[config.mk]
export PLATFORM = sky130hd
export DESIGN_NAME = spnofb_front
export DESIGN_NICKNAME = d
export VERILOG_FILES = /design/src/design/spnofb_pkg.sv /design/src/design/spnofb_front.sv
export SDC_FILE = /design/constraint.sdc
export NUM_CORES = 1
export LEC_CHECK = 0
export BUFFER_PORTS_ARGS = -buffer_cell sky130_fd_sc_hd__buf_4
export CAP_MARGIN = 40
export CORE_ASPECT_RATIO = 2
export CORE_MARGIN = 2
export CORE_UTILIZATION = 30
export CTS_CLUSTER_SIZE = 14
export DETAILED_ROUTE_END_ITERATION = 8
export GPL_TIMING_DRIVEN = 0
export HOLD_SLACK_MARGIN = 0.08
export REMOVE_ABC_BUFFERS = 1
export SLEW_MARGIN = 30
export SYNTH_ARGS = -nofsm -noshare
export SYNTH_HDL_FRONTEND = slang
export SYNTH_SLANG_ARGS = --single-unit
[constraint.sdc]
create_clock -name clock -period 2 [get_ports clock]
set_input_delay 0.4 -clock clock [delete_from_list [all_inputs] [get_ports clock]]
set_output_delay 0.4 -clock clock [all_outputs]
set_load 0.01 [all_outputs]
[src/design/spnofb_pkg.sv]
// Shared types, codes and bit-level helpers for the SPN OFB keystream unit.
// Used by the front end, the round core, the output stage and the top level.
package spnofb_pkg;

   // Item codes carried in the input tuser field
   typedef enum logic [1:0] {
      OP_LOAD      = 2'd0,
      OP_KEYSTREAM = 2'd1,
      OP_RESTART   = 2'd2
   } op_type;

   // Configuration register indexes
   typedef enum logic [1:0] {
      REG_KEY_WORD_0 = 2'd0,
      REG_KEY_WORD_1 = 2'd1,
      REG_KEY_WORD_2 = 2'd2,
      REG_KEY_WORD_3 = 2'd3
   } reg_index_type;

   localparam int BLOCK_W     = 128;
   localparam int HALF_W      = 64;
   localparam int BLOCK_BYTES = 16;
   localparam int BYTE_W      = 8;
   localparam int SBOX_DEPTH  = 256;
   localparam int KEY_W       = 208;
   // Key padded with zeros so that the final key of the longest schedule stays in range
   localparam int KEY_EXT_W   = 224;
   localparam int KEY_SEL_W   = 4;

   // One queued command between front end and core
   typedef struct packed {
      op_type     op;
      logic [7:0] sbox_index;
      logic [7:0] sbox_value;
   } cmd_type;

   // Bit transpose: out[16j+i] = in[8i+j], bit 0 is the most significant
   function automatic logic [BLOCK_W-1:0] transpose_bits(input logic [BLOCK_W-1:0] src);
      logic [BLOCK_W-1:0] dst;
      dst = '0;
      for (int i = 0; i < 16; i++) begin
         for (int j = 0; j < 8; j++) begin
            dst[BLOCK_W-1-(16*j+i)] = src[BLOCK_W-1-(8*i+j)];
         end
      end
      return dst;
   endfunction

   // Round key k (0-based): key bits 8k .. 8k+127, zero past the end of the key
   function automatic logic [BLOCK_W-1:0] round_key(input logic [KEY_EXT_W-1:0] key_ext,
                                                     input logic [KEY_SEL_W-1:0] k);
      logic [KEY_EXT_W-1:0] shifted;
      shifted = key_ext << {k, 3'b000};
      return shifted[KEY_EXT_W-1 -: BLOCK_W];
   endfunction

endpackage

[src/design/spnofb_front.sv]
// Front end of the SPN OFB keystream unit: accepts input items, drops unused
// codes and queues commands for the round core. Depends on spnofb_pkg.
module spnofb_front (
   input  logic                 clock,
   input  logic                 reset,
   input  logic                 req_tvalid,
   output logic                 req_tready,
   input  logic [15:0]          req_tdata,   // [7:0] sbox_index, [15:8] sbox_value
   input  logic [1:0]           req_tuser,   // [1:0] op
   output logic                 cmd_valid,
   input  logic                 cmd_ready,
   output spnofb_pkg::cmd_type  cmd
);
   import spnofb_pkg::*;

   localparam int DEPTH = 4;
   localparam int PTR_W = 2;

   cmd_type          q_ff [DEPTH];
   logic [PTR_W-1:0] wr_ptr_ff, wr_ptr_in;
   logic [PTR_W-1:0] rd_ptr_ff, rd_ptr_in;
   logic [PTR_W:0]   cnt_ff, cnt_in;
   logic             accept;
   logic             keep;
   logic             push;
   logic             pop;
   cmd_type          new_cmd;

   // Classify the incoming item: only known codes enter the queue
   always_comb begin
      new_cmd.op         = op_type'(req_tuser);
      new_cmd.sbox_index = req_tdata[7:0];
      new_cmd.sbox_value = req_tdata[15:8];
      keep               = req_tuser inside {OP_LOAD, OP_KEYSTREAM, OP_RESTART};
   end

   assign req_tready = (cnt_ff != (PTR_W+1)'(DEPTH));
   assign accept     = req_tvalid & req_tready;
   assign push       = accept & keep;
   assign cmd_valid  = (cnt_ff != '0);
   assign pop        = cmd_valid & cmd_ready;
   assign cmd        = q_ff[rd_ptr_ff];

   // Advance pointers and occupancy
   always_comb begin
      wr_ptr_in = push ? wr_ptr_ff + 1'b1 : wr_ptr_ff;
      rd_ptr_in = pop ? rd_ptr_ff + 1'b1 : rd_ptr_ff;
      cnt_in    = cnt_ff;
      if (push && !pop) begin
         cnt_in = cnt_ff + 1'b1;
      end else if (pop && !push) begin
         cnt_in = cnt_ff - 1'b1;
      end
   end

   always_ff @(posedge clock) begin
      if (reset) begin
         wr_ptr_ff <= '0;
         rd_ptr_ff <= '0;
         cnt_ff    <= '0;
      end else begin
         wr_ptr_ff <= wr_ptr_in;
         rd_ptr_ff <= rd_ptr_in;
         cnt_ff    <= cnt_in;
      end
   end

   // Store the command payload
   always_ff @(posedge clock) begin
      if (push) begin
         q_ff[wr_ptr_ff] <= new_cmd;
      end
   end

endmodule

==> out/summary.log <==
[clocking] number of clock sinks 81
[synthesis] commonest register cell after synthesis sky130_fd_sc_hd__edfxtp_1
[clocking] number of buffers created by CTS 9
[layout] area growth from synthesis to final layout 28.5%
[power_and_ir_drop] leakage power of the design 1.38 nW
[place] number of port buffers 41
[layout] highest-count cells in the layout ignoring fill and taps sky130_fd_sc_hd__edfxtp_1 (72), sky130_fd_sc_hd__buf_4 (51), sky130_fd_sc_hd__mux4_2 (18)
[power_and_ir_drop] Combinational Power Share 25.5%
[hold_path] start point of the worst hold path req_tdata[11]
[synthesis] post-synthesis cell area 3100 um2
[global_route] global routing usage summed across all routing layers 11.1%
[clocking] CTS clk-pin slew, worst paths 60 ps
[synthesis] asr flop ratio synth 0%
[die] Core Box Area 10100 um2
[setup_path] cells along the critical path nor2_2 > a221oi_4 > ha_2 > inv_1 > fa_2 > xor2_1 > or3_1 > a21oi_2
[routing] post-route DRC violation count 0
[layout] FILL cells 937
[routing] DRC violation total after the first TritonRoute iteration 75
[power_and_ir_drop] areal power density over the cells 1290 nW/um2
[timing] Post-Route Skew 6.06 ps
[run] Max-Cap Viols 0
[setup_path] WS Path Type reg -> reg
[hold_path] worst min-delay path endpoint q_ff[2][3]$_DFFE_PP_
[synthesis] Seq/Total Area, Yosys 75.6%
[global_route] total gr overflow 0
[timing] final worst-path setup slack 27.0 ps
[timing] max-slew headroom at the worst pin 64.4%
[layout] antenna diode instance count 0
[setup_path] start of the worst register-to-register path cnt_ff[0]$_SDFFE_PP0P_
[die] die height 148 um
[global_route] via count of the first global-routing pass 1706
[layout] Sequential cell area 2360 um2
[place] worst setup slack before clock tree synthesis -335 ps
[routing] final wirelength 5.36 mm
[routing] Antenna Nets Post-Route 0
[setup_path] kind of end point of the critical path register
[power_and_ir_drop] Peak VDD IR 891 uV
[clocking] CTS tree yes
[die] # rows 52
[power_and_ir_drop] internal power contribution 3.78 mW
[die] initial standard-cell utilization of the core 30.7%
[routing] average wire per standard cell 15.7 um
[synthesis] flops & latches, synth 81
[layout] share of post-route cells with drive strength above 1 50.0%
[hold_path] Worst Hold Class in -> reg
[setup_path] startpoint types register
[synthesis] Synth Area per Inst 21.7 um2
[setup_path] biggest cell delay along the critical path 380 ps
[routing] number of detailed-route iterations in the first pass 3
[run_status] outcome complete, no violations
[synthesis] count of synthesis-stage warnings from yosys 0
[routing] vias per std cell 4.33
[timing] max frequency 507 MHz
[clocking] clock latency reported for the late side of the worst-skew pair 330 ps
[place] Final HPWL DP 3.29 mm
[power_and_ir_drop] power share of the sequential group 42.3%
[setup_path] length in cells of the worst reg-to-reg path 8
[die] width of the die 75.8 um
[timing] Final Hold Fails 0
[power_and_ir_drop] net switching power 1.35 mW
[timing] setup violators final 0
[setup_path] setup slack, reg-to-reg 30 ps
[clocking] number of buffers on the longest clock path 2
[synthesis] number of enable-type register cells in the synthesized netlist 72
[global_route] maximum number of pins on one net before global-route repair 19
[timing] transition at the pin with the smallest max-transition slack 534 ps
[power_and_ir_drop] switching part of the total 26.3%
[power_and_ir_drop] Clock Power Share 32.2%
[hold_path] worst hold path cell count 1
[die] top-level I/O count 42
[timing] WHS 265 ps
[setup_path] reg2reg end cnt_ff[2]$_SDFFE_PP0P_
[synthesis] library cells used by synthesis 25
[timing] portion of the clock cycle consumed by the worst path in the final layout 98.7%
[layout] area used by multi-input combinational logic 726 um2
[timing] unrepaired setup endpoints after global routing true
[layout] final layout net count 229
[clocking] CTS H-tree lvls 3
[clocking] root buffer cell sky130_fd_sc_hd__clkbuf_16
[layout] final instance area 3980 um2
[setup_path] critical path required time 2260 ps
[layout] final core occ 39.5%
[setup_path] data arrival time of the critical path 2230 ps
[timing] total count of max-transition violations in the final report 0
[layout] most frequent standard cell in the layout excluding fill and tap cells sky130_fd_sc_hd__edfxtp_1
[setup_path] maximum net fanout on the critical path 4
[place] Final Wtd Congestion 0.641
[timing] final critical delay including setup and external delays 1970 ps
[synthesis] Syn Inst Count 143
[global_route] initial antenna violation count 0
[setup_path] worst-path cell with the longest stage delay sky130_fd_sc_hd__dfxtp_4
[routing] vias post-DR 1476
[die] Die Area 11200 um2
[global_route] wire length of the first global-routing pass 8.66 mm
[place] instance area after placement 3540 um2
==> per-layer routing <==
metal | routed length (um) | GRT usage [%] | up-vias
met2 | 3090 | 18.6 | 29
li1 | - | - | 687
met3 | 239 | 3.54 | 7
met1 | 1900 | 11.8 | 753
met5 | 0 | 0 | -
met4 | 125 | 6.05 | 0
==> worst max-delay path: cells and delay by family, from the launching register on <==
| kind | cells | cell delay (ps) |
|---|---|---|
| buffers and inverters | 1 | 50 |
| adders and majority gates | 2 | 560 |
| xor gates and xnor gates | 1 | 160 |
| AOI/OAI and AO/OA | 2 | 380 |
| DFF | 1 | 380 |
| and+or+nand+nor | 2 | 380 |
==> power groups by stage <==
stage,combinational [mW],sequential [mW],clock [mW]
after floorplan,0.646,2.20,0
after global placement,1.05,2.27,0
after detailed placement,1.05,2.28,0
after CTS,1.31,2.16,1.70
after global routing,1.44,2.19,1.77
final,1.31,2.17,1.65
==> synthesized netlist by cell type, types with 2 or more instances <==
library cell / count / area [um2]
sky130_fd_sc_hd__ha_1: 5 / 62.6
sky130_fd_sc_hd__edfxtp_1: 72 / 2160
sky130_fd_sc_hd__nor2_1: 7 / 26.3
sky130_fd_sc_hd__and2_2: 4 / 30.0
sky130_fd_sc_hd__mux4_2: 18 / 405
sky130_fd_sc_hd__xor2_1: 4 / 35.0
sky130_fd_sc_hd__nand2b_1: 2 / 12.5
sky130_fd_sc_hd__buf_6: 2 / 22.5
sky130_fd_sc_hd__mux2i_1: 2 / 20.0
sky130_fd_sc_hd__inv_1: 4 / 15.0
sky130_fd_sc_hd__dfxtp_1: 9 / 180
==> logic make-up (layout without fill, tap and decap cells) <==
kind of cell,count (synthesis),after routing,share of synthesized area (%)
AOI/OAI and AO/OA,5,5,1.70
xor gates and xnor gates,4,4,1.13
adders and majority gates,6,6,2.67
buffers and inverters,9,72,1.66
DFF,81,81,75.6
muxes,21,21,14.2
and+or+nand+nor,17,17,2.99
==> state kept, by name, indices dropped and copies added (netlist names), named ones only <==
signal and count:
cnt_ff 3, wr_ptr_ff 2, rd_ptr_ff 2, q_ff 72
==> cell type report <==
cell class | count | area share, %
clock buffer | 9 | 5.66
multi-input combinational | 53 | 18.2
tap | 135 | 4.24
sequential | 81 | 59.3
clock inverter | 7 | 2.11
inverter | 4 | 0.377
timing repair buffer | 52 | 10.1
==> per-stage QoR <==
step                      std cells  setup TNS [ps]  power (mW)
final                           341               0        5.13
after CTS                       340               0        5.17
after global placement          314           -9100        3.32
after global routing            341           -85.2        5.40
after floorplan                 138            -107        2.85
after detailed placement        314            -409        3.33
==> worst max path at each step <==
stage,from,to,slack [ps],cells past startpoint
after global routing,cnt_ff[1]$_SDFFE_PP0P_,cnt_ff[2]$_SDFFE_PP0P_,-90,8
after global placement,register,cmd[16],-500,2
after floorplan,cnt_ff[0]$_SDFFE_PP0P_,cnt_ff[2]$_SDFFE_PP0P_,-110,8
after CTS,register,cmd[0],30,3
final,cnt_ff[0]$_SDFFE_PP0P_,cnt_ff[2]$_SDFFE_PP0P_,30,8
after detailed placement,req_tuser[0],cnt_ff[2]$_SDFFE_PP0P_,-340,8
==> timing repair <==
action / 4_1_cts / 5_1_grt
pin swaps: 1 / 1
gates resized for setup: 9 / 3
endpoints found under the setup margin: 20 / 1
hold buffers: 0 / 0
buffers inserted: 10 / 1
Note: power is estimated with default switching activity, not from simulation.
