### config.mk
export PLATFORM = sky130hd
export DESIGN_NAME = spnofb_out
export DESIGN_NICKNAME = d
export VERILOG_FILES = /design/src/design/spnofb_pkg.sv /design/src/design/spnofb_out.sv
export SDC_FILE = /design/constraint.sdc
export NUM_CORES = 1
export LEC_CHECK = 0
export BUFFER_PORTS_ARGS = -buffer_cell sky130_fd_sc_hd__buf_2
export CAP_MARGIN = 40
export CORE_MARGIN = 5
export CORE_UTILIZATION = 51
export DETAILED_ROUTE_END_ITERATION = 12
export PLACE_DENSITY = 0.85
export RECOVER_POWER = 25
export SLEW_MARGIN = 20
export SYNTH_ARGS = -nofsm -noshare
export SYNTH_HDL_FRONTEND = slang
export SYNTH_SLANG_ARGS = --single-unit
export TNS_END_PERCENT = 100
### constraint.sdc
create_clock -name clock -period 13.2 [get_ports clock]
set_clock_uncertainty 0.15 [all_clocks]
set_input_delay 1.32 -clock clock [delete_from_list [all_inputs] [get_ports clock]]
set_output_delay 1.32 -clock clock [all_outputs]
set_load 0.02 [all_outputs]
### src/design/spnofb_pkg.sv
// Shared types, codes and bit-level helpers for the SPN OFB keystream unit.
// Used by the front end, the round core, the output stage and the top level.
package spnofb_pkg;

   // Item codes carried in the input tuser field
   typedef enum logic [1:0] {
      OP_LOAD      = 2'd0,
      OP_KEYSTREAM = 2'd1,
      OP_RESTART   = 2'd2
   } op_type;

   // Configuration register indexes
   typedef enum logic [1:0] {
      REG_KEY_WORD_0 = 2'd0,
      REG_KEY_WORD_1 = 2'd1,
      REG_KEY_WORD_2 = 2'd2,
      REG_KEY_WORD_3 = 2'd3
   } reg_index_type;

   localparam int BLOCK_W     = 128;
   localparam int HALF_W      = 64;
   localparam int BLOCK_BYTES = 16;
   localparam int BYTE_W      = 8;
   localparam int SBOX_DEPTH  = 256;
   localparam int KEY_W       = 208;
   // Key padded with zeros so that the final key of the longest schedule stays in range
   localparam int KEY_EXT_W   = 224;
   localparam int KEY_SEL_W   = 4;

   // One queued command between front end and core
   typedef struct packed {
      op_type     op;
      logic [7:0] sbox_index;
      logic [7:0] sbox_value;
   } cmd_type;

   // Bit transpose: out[16j+i] = in[8i+j], bit 0 is the most significant
   function automatic logic [BLOCK_W-1:0] transpose_bits(input logic [BLOCK_W-1:0] src);
      logic [BLOCK_W-1:0] dst;
      dst = '0;
      for (int i = 0; i < 16; i++) begin
         for (int j = 0; j < 8; j++) begin
            dst[BLOCK_W-1-(16*j+i)] = src[BLOCK_W-1-(8*i+j)];
         end
      end
      return dst;
   endfunction

   // Round key k (0-based): key bits 8k .. 8k+127, zero past the end of the key
   function automatic logic [BLOCK_W-1:0] round_key(input logic [KEY_EXT_W-1:0] key_ext,
                                                     input logic [KEY_SEL_W-1:0] k);
      logic [KEY_EXT_W-1:0] shifted;
      shifted = key_ext << {k, 3'b000};
      return shifted[KEY_EXT_W-1 -: BLOCK_W];
   endfunction

endpackage

### src/design/spnofb_out.sv
// Output stage of the SPN OFB keystream unit: holds one finished block and
// sends it as two 64-bit halves, high half first. Depends on spnofb_pkg.
module spnofb_out (
   input  logic                            clock,
   input  logic                            reset,
   input  logic                            res_valid,
   output logic                            res_ready,
   input  logic [spnofb_pkg::BLOCK_W-1:0]  res_data,
   output logic                            rsp_tvalid,
   input  logic                            rsp_tready,
   output logic [spnofb_pkg::HALF_W-1:0]   rsp_tdata,
   output logic                            rsp_tlast
);
   import spnofb_pkg::*;

   logic [BLOCK_W-1:0] data_ff;
   logic               valid_ff, valid_in;
   logic               half_ff, half_in;
   logic               take;
   logic               sent;

   assign sent       = valid_ff & rsp_tready;
   assign res_ready  = !valid_ff || (sent && half_ff);
   assign take       = res_valid & res_ready;
   assign rsp_tvalid = valid_ff;
   assign rsp_tlast  = half_ff;
   assign rsp_tdata  = half_ff ? data_ff[HALF_W-1:0] : data_ff[BLOCK_W-1 -: HALF_W];

   // Step through the halves, reload on a new block
   always_comb begin
      valid_in = valid_ff;
      half_in  = half_ff;
      if (sent) begin
         if (half_ff) begin
            valid_in = 1'b0;
            half_in  = 1'b0;
         end else begin
            half_in = 1'b1;
         end
      end
      if (take) begin
         valid_in = 1'b1;
         half_in  = 1'b0;
      end
   end

   always_ff @(posedge clock) begin
      if (reset) begin
         valid_ff <= 1'b0;
         half_ff  <= 1'b0;
      end else begin
         valid_ff <= valid_in;
         half_ff  <= half_in;
      end
   end

   always_ff @(posedge clock) begin
      if (take) begin
         data_ff <= res_data;
      end
   end

endmodule

==> metrics.log, run 1 <==
INFO  metric slew_headroom = roughly 49%
INFO  metric cp-start-kind = register
INFO  metric initialDrtViolationCount = roughly 130
INFO  metric synth.yosys.seq_area_share = 80.35%
INFO  metric worst_r2r_endpoint = data_ff[116]
INFO  metric endpoint_kind = output port
INFO  metric routed_wirelength = slightly above 9 mm
INFO  metric clock_net_sink_count = 130
INFO  metric syn-mean-instance-area = 23.02 sq um
INFO  metric maxSlewViolCount = 0
INFO  metric endpoint = rsp_tdata[22]
INFO  metric worstMarginPinSlew = 0.7577 ns
INFO  metric place_congestion = approximately 0.7
INFO  metric cts.reportedPaths.clkPinSlew = about 0.06 ns
INFO  metric floorplan.die_area = about 12000 sq um
INFO  metric antenna_violating_nets_post_route = 0
INFO  metric synth_seq_cells = between 100 and 150
INFO  metric vias = roughly 2700
INFO  metric grt.total_usage = around 16%
INFO  metric status = finished, final reports clean
INFO  metric mostFrequentLayoutCells = 198 x buf_2, 128 x edfxtp_1, 34 x mux2_2
INFO  metric die-width = 107.4 um
INFO  metric core_region_area = just over 9000 sq um
INFO  metric largest_net_degree_at_the_start_of_global_routing = a little under 70
INFO  metric post_synthesis_cell_area = a little under 5000 sq um
INFO  metric first_pass_grt_wire_length = around 14 mm
INFO  metric ff2ff_setup_slack = 10.27 ns
INFO  metric dieHeight = about 110 um
INFO  metric areaGrowthSynthToFinish = 36.97%
INFO  metric cts_max_path_buffers = 2
INFO  metric number_of_antenna_violations_at_the_first_check_in_global_routing = 0
INFO  metric cp.required = approximately 12 ns
INFO  metric cts_tree = built
INFO  metric most_common_cell_after_layout_fill_and_taps_aside = buf_2
INFO  metric data_arrival_time_of_the_worst_path = 2.04 ns
INFO  metric fin_crit_sh = a little over a quarter
INFO  metric max_cap_violations = 0
INFO  metric place_hpwl = 6.374 mm
INFO  metric syn_nets = between 300 and 400
INFO  metric post_route_cells_drive_above_1_share = between 60% and 70%
INFO  metric cts_hold_buf = 0
INFO  metric synthesis.instances = 210
INFO  metric totalPowerFinal = about 1.1 mW
INFO  metric drt-vias-per-instance = 4.713
INFO  metric clk_root_buffer_cell = clkbuf_8
INFO  metric post_cts.repair.setup_buffers = 0
INFO  metric io-pin-count = 199
INFO  metric detail_route.drc_violations = 0
INFO  metric path_max_fanout = 42
INFO  metric first_global_vias = 2905
INFO  metric post_drt_wl_per_cell = 16.25 um
INFO  metric insertedDiodeCount = 0
INFO  metric ir_worst_vdd = roughly 0.098 mV
INFO  metric starting_density_of_the_core = a little over half
INFO  metric rsz0062_at_grt = false
INFO  metric nets = 555
INFO  metric globalRouteOverflowTotal = 0
INFO  metric cts_resized = 0
INFO  metric timing.hold.worst.class = register to register
INFO  metric power.density = approximately 160 nW/um^2
INFO  metric final_core_util = 71.65%
INFO  metric clock.fmax = approximately 290 MHz
INFO  metric port_buffers = 198
INFO  metric worst_skew_pair_later_pin_latency = about 0.49 ns
INFO  metric finalHoldViolations = 0
INFO  metric ctsHtreeMaxLevel = 4
INFO  metric number_of_search_and_repair_iterations_in_the_first_detailed_routing_pass = 4
INFO  metric ys_warn_count = 0
INFO  metric crit_type = register to output port
INFO  metric r2r_start = rsp_tlast
INFO  metric post_layout_minimum_cycle_time = 3.505 ns
INFO  metric cts_buffers = 17
INFO  metric leakage = ~2.7 nW
INFO  metric final.setup.tns = 0 ns
INFO  metric synth.lib_cells_used.distinct = 16
INFO  metric register_to_register_path_depth = 5
INFO  metric placement_rows = 35
INFO  metric setup.worst_path.start = rsp_tlast
INFO  metric setup_viol = 0
how the worst min path moves through the flow:
stage	startpoint	endpoint	slack (ns)	cells past startpoint
floorplan	rsp_tvalid	rsp_tlast	0.46	2
global placement	rsp_tvalid	rsp_tlast	0.38	2
detailed placement	rsp_tvalid	rsp_tlast	0.40	2
CTS	rsp_tvalid	rsp_tlast	0.41	2
global route	rsp_tvalid	rsp_tlast	0.45	2
finish	rsp_tvalid	rsp_tlast	0.40	2
logic make-up after synthesis:
| kind of cell | synth area share [%] |
|---|---|
| and+or+nand+nor | 0.6732 |
| AOI/OAI and AO/OA | 0.4918 |
| muxes | 17.24 |
| buffers and inverters | 1.242 |
| DFF | 80.35 |
flip-flops by register name, indices dropped and copies added, names as in the netlist:
| signal | flops |
|---|---|
| data_ff | 128 |
| rsp_tlast | 1 |
| rsp_tvalid | 1 |
area by class of cell:
cell class / count / area [sq um]
Timing Repair Buffer: 201 / 1046
Multi-Input combinational cell: 72 / 892.1
Clock buffer: 18 / 417.9
Sequential cell: 130 / 3887
Tap cell: 129 / 161.4
Fill cell: 587 / 2620
Inverter: 1 / 3.754
Clock inverter: 13 / 211.5
worst max-delay path: stages (launching register included):
cell and delay [ns]:
dfxtp_4 0.67, buf_12 0.30, mux2_2 0.38, buf_2 0.16
cell usage after synthesis:
library cell / n / area, sq um
buf_4: 1 / 7.510
mux2_2: 34 / 382.9
nor4bb_1: 1 / 10.01
and2_1: 1 / 6.260
edfxtp_1: 128 / 3844
inv_1: 1 / 3.750
a31o_2: 1 / 8.760
a21oi_1: 1 / 5.000
nand2b_1: 1 / 6.260
buf_2: 3 / 15.01
dfxtp_1: 2 / 40.04
buf_6: 3 / 33.78
nand2_1: 1 / 3.750
a21bo_2: 1 / 10.01
mux2_4: 30 / 450.4
nor2b_1: 1 / 6.260
where the power goes:
| group | internal (mW) | switching (mW) | total, mW |
|---|---|---|---|
| logic | 0.0468 | 0.0522 | 0.0991 |
| registers | 0.483 | 0.00796 | 0.491 |
| clock network | 0.325 | 0.166 | 0.491 |
metrics by stage:
| stage | setup slack, ns | area (sq um) | hold slack, ns | std cells |
|---|---|---|---|---|
| 3_5_place_dp | 9.622 | 5963 | 0.3959 | 532 |
| 3_3_place_gp | 9.701 | 5943 | 0.3787 | 531 |
| 2_1_floorplan | 8.041 | 4833 | 0.4584 | 210 |
| 6_report | 9.695 | 6620 | 0.4045 | 564 |
| 5_1_grt | 9.566 | 6620 | 0.4508 | 564 |
| 4_1_cts | 9.610 | 6593 | 0.4097 | 563 |
metal layers:
layer	GRT usage, %	wire length [um]
met1	18.29	3478
met2	27.08	4683
met3	6.119	818
met4	7.484	185
met5	0	0
Note: power is estimated with default switching activity, not from simulation.
==> run 2, diff against run 1 <==
- CORE_UTILIZATION: 51 -> 48
- PLACE_DENSITY: 0.85 -> 0.81
- clock period: 13.2 -> 3.45 ns (I/O delays scaled with it)
==> metrics.log, run 2 <==
INFO  metric status = did not finish
INFO  metric failing_step = clock tree synthesis
INFO  metric flow.first_error = [ERROR RSZ-0060] Max buffer count reached.
INFO  metric pre_cts_slack = 1.182 ns
INFO  metric dieHeight = about 110 um
INFO  metric syn-mean-instance-area = around 23 sq um
INFO  metric syn_nets = 342
INFO  metric netlist.area_leader.share = about four fifths
INFO  metric ctsHtreeMaxLevel = 4
INFO  metric post_synth_edffs = around 130
INFO  metric cts_hold_buf = 115
INFO  metric synthesis.instances = 210
INFO  metric ys_warn_count = 0
INFO  metric cts_max_path_buffers = 2
INFO  metric synth_top_cells_by_count = 128 x edfxtp_1, 34 x mux2_2, 30 x mux2_4
INFO  metric starting_density_of_the_core = 49.22%
INFO  metric post_synthesis_cell_area = a little under 5000 sq um
INFO  metric cts_resized = 0
INFO  metric synth.lib_cells_used.distinct = 16
INFO  metric place_congestion = 0.7119
INFO  metric most_common_cell_in_the_synthesized_netlist = edfxtp_1
INFO  metric post_cts.repair.setup_buffers = 0
INFO  metric ys_top_cells_by_area = edfxtp_1 80%, mux2_4 9.3%, mux2_2 7.9%, dfxtp_1 0.83%, buf_6 0.70%
INFO  metric clk_root_buffer_cell = clkbuf_8
INFO  metric post-synth-top-area-cell = edfxtp_1
INFO  metric synth_seq_cells = between 100 and 150
INFO  metric place_hpwl = slightly below 7 mm
INFO  metric io-pin-count = 199
INFO  metric asyncSetResetFlopFracSynth = 0%
INFO  metric cts_buffers = 17
INFO  metric placement_rows = 36
INFO  metric synth_top_flop_cell = edfxtp_1
INFO  metric clock_net_sink_count = between 100 and 150
INFO  metric port_buffers = ~200
INFO  metric synth.yosys.seq_area_share = about four fifths
INFO  metric die-width = 110.3 um
## run 2: metrics by stage
step / cells / instance area, sq um / hold WS (ns)
global placement: 538 / 5983 / 0.3711
detailed placement: 538 / 5983 / 0.3731
floorplan: 210 / 4835 / 0.2641
## run 2: cell families after synthesis
group | synth area share [%]
simple gates | 0.6732
mux | 17.24
compound gates | 0.4918
buf+inv | 1.242
flops | 80.35
==> run 3, diff against run 2 <==
- CORE_UTILIZATION: 48 -> 40
- PLACE_DENSITY: 0.81 -> unset
- PLACE_DENSITY_LB_ADDON: unset -> 0.15
==> metrics.log, run 3 <==
INFO  metric status = did not finish
INFO  metric failing_step = clock tree synthesis
INFO  metric flow.first_error = [ERROR RSZ-0060] Max buffer count reached.
INFO  metric ys_warn_count = 0
INFO  metric clock_net_sink_count = 130
INFO  metric syn-mean-instance-area = 23.02 sq um
INFO  metric netlist.area_leader.share = roughly four fifths
INFO  metric asyncSetResetFlopFracSynth = 0%
INFO  metric post_synth_edffs = around 130
INFO  metric synthAdderAreaFrac = 0%
INFO  metric cts_resized = 0
INFO  metric dominant_combinational_cell_family_by_area_after_synthesis = multiplexers
INFO  metric cts_hold_buf = between 100 and 150
INFO  metric starting_density_of_the_core = 40.58%
INFO  metric synth_xor_area_share = 0%
INFO  metric compound_gate_fraction_of_synth_area = 0.4918%
INFO  metric synth_top_flop_cell = edfxtp_1
INFO  metric synth.yosys.seq_area_share = around four fifths
INFO  metric ys_top_cells_by_area = edfxtp_1 80%, mux2_4 9.3%, mux2_2 7.9%, dfxtp_1 0.83%, buf_6 0.70%
INFO  metric post_cts.repair.setup_buffers = 0
INFO  metric post_synthesis_cell_area = about 4800 sq um
INFO  metric dieHeight = between 100 and 150 um
INFO  metric yosys-mux-area-fraction = approximately 17%
INFO  metric post-synth-top-area-cell = edfxtp_1
INFO  metric place_congestion = just over 0.8
INFO  metric synthesis.instances = 210
INFO  metric clk_root_buffer_cell = clkbuf_16
INFO  metric synth_top_cells_by_count = 128 x edfxtp_1, 34 x mux2_2, 30 x mux2_4
INFO  metric cts_max_path_buffers = 2
INFO  metric most_common_cell_in_the_synthesized_netlist = edfxtp_1
INFO  metric placement_rows = 40
INFO  metric yosys.area_share.simple = 0.6731%
INFO  metric synth_seq_cells = 130
INFO  metric ctsHtreeMaxLevel = 4
INFO  metric synth.lib_cells_used.distinct = 16
INFO  metric port_buffers = 198
INFO  metric io-pin-count = 199
INFO  metric die-width = between 100 and 150 um
INFO  metric cts_buffers = 17
INFO  metric place_hpwl = 6.998 mm
INFO  metric syn_nets = roughly 340
-- run 3: cell counts after synthesis --
Identical to the previous run, type by type.
-- run 3: kinds of logic after synthesis --
| logic type | after synthesis |
|---|---|
| DFF | 130 |
| muxes | 64 |
| buffers and inverters | 8 |
| and+or+nand+nor | 5 |
| AOI/OAI and AO/OA | 3 |
-- run 3: through the flow --
| step | area [sq um] | utilization, % | hold WS, ns | setup slack, ns | std cells |
|---|---|---|---|---|---|
| after floorplan | 4835 | - | 0.2641 | 0.3408 | 210 |
| after global placement | 6018 | 50.53 | 0.3720 | 1.382 | 551 |
| after detailed placement | 6018 | 50.53 | 0.3731 | 1.341 | 551 |
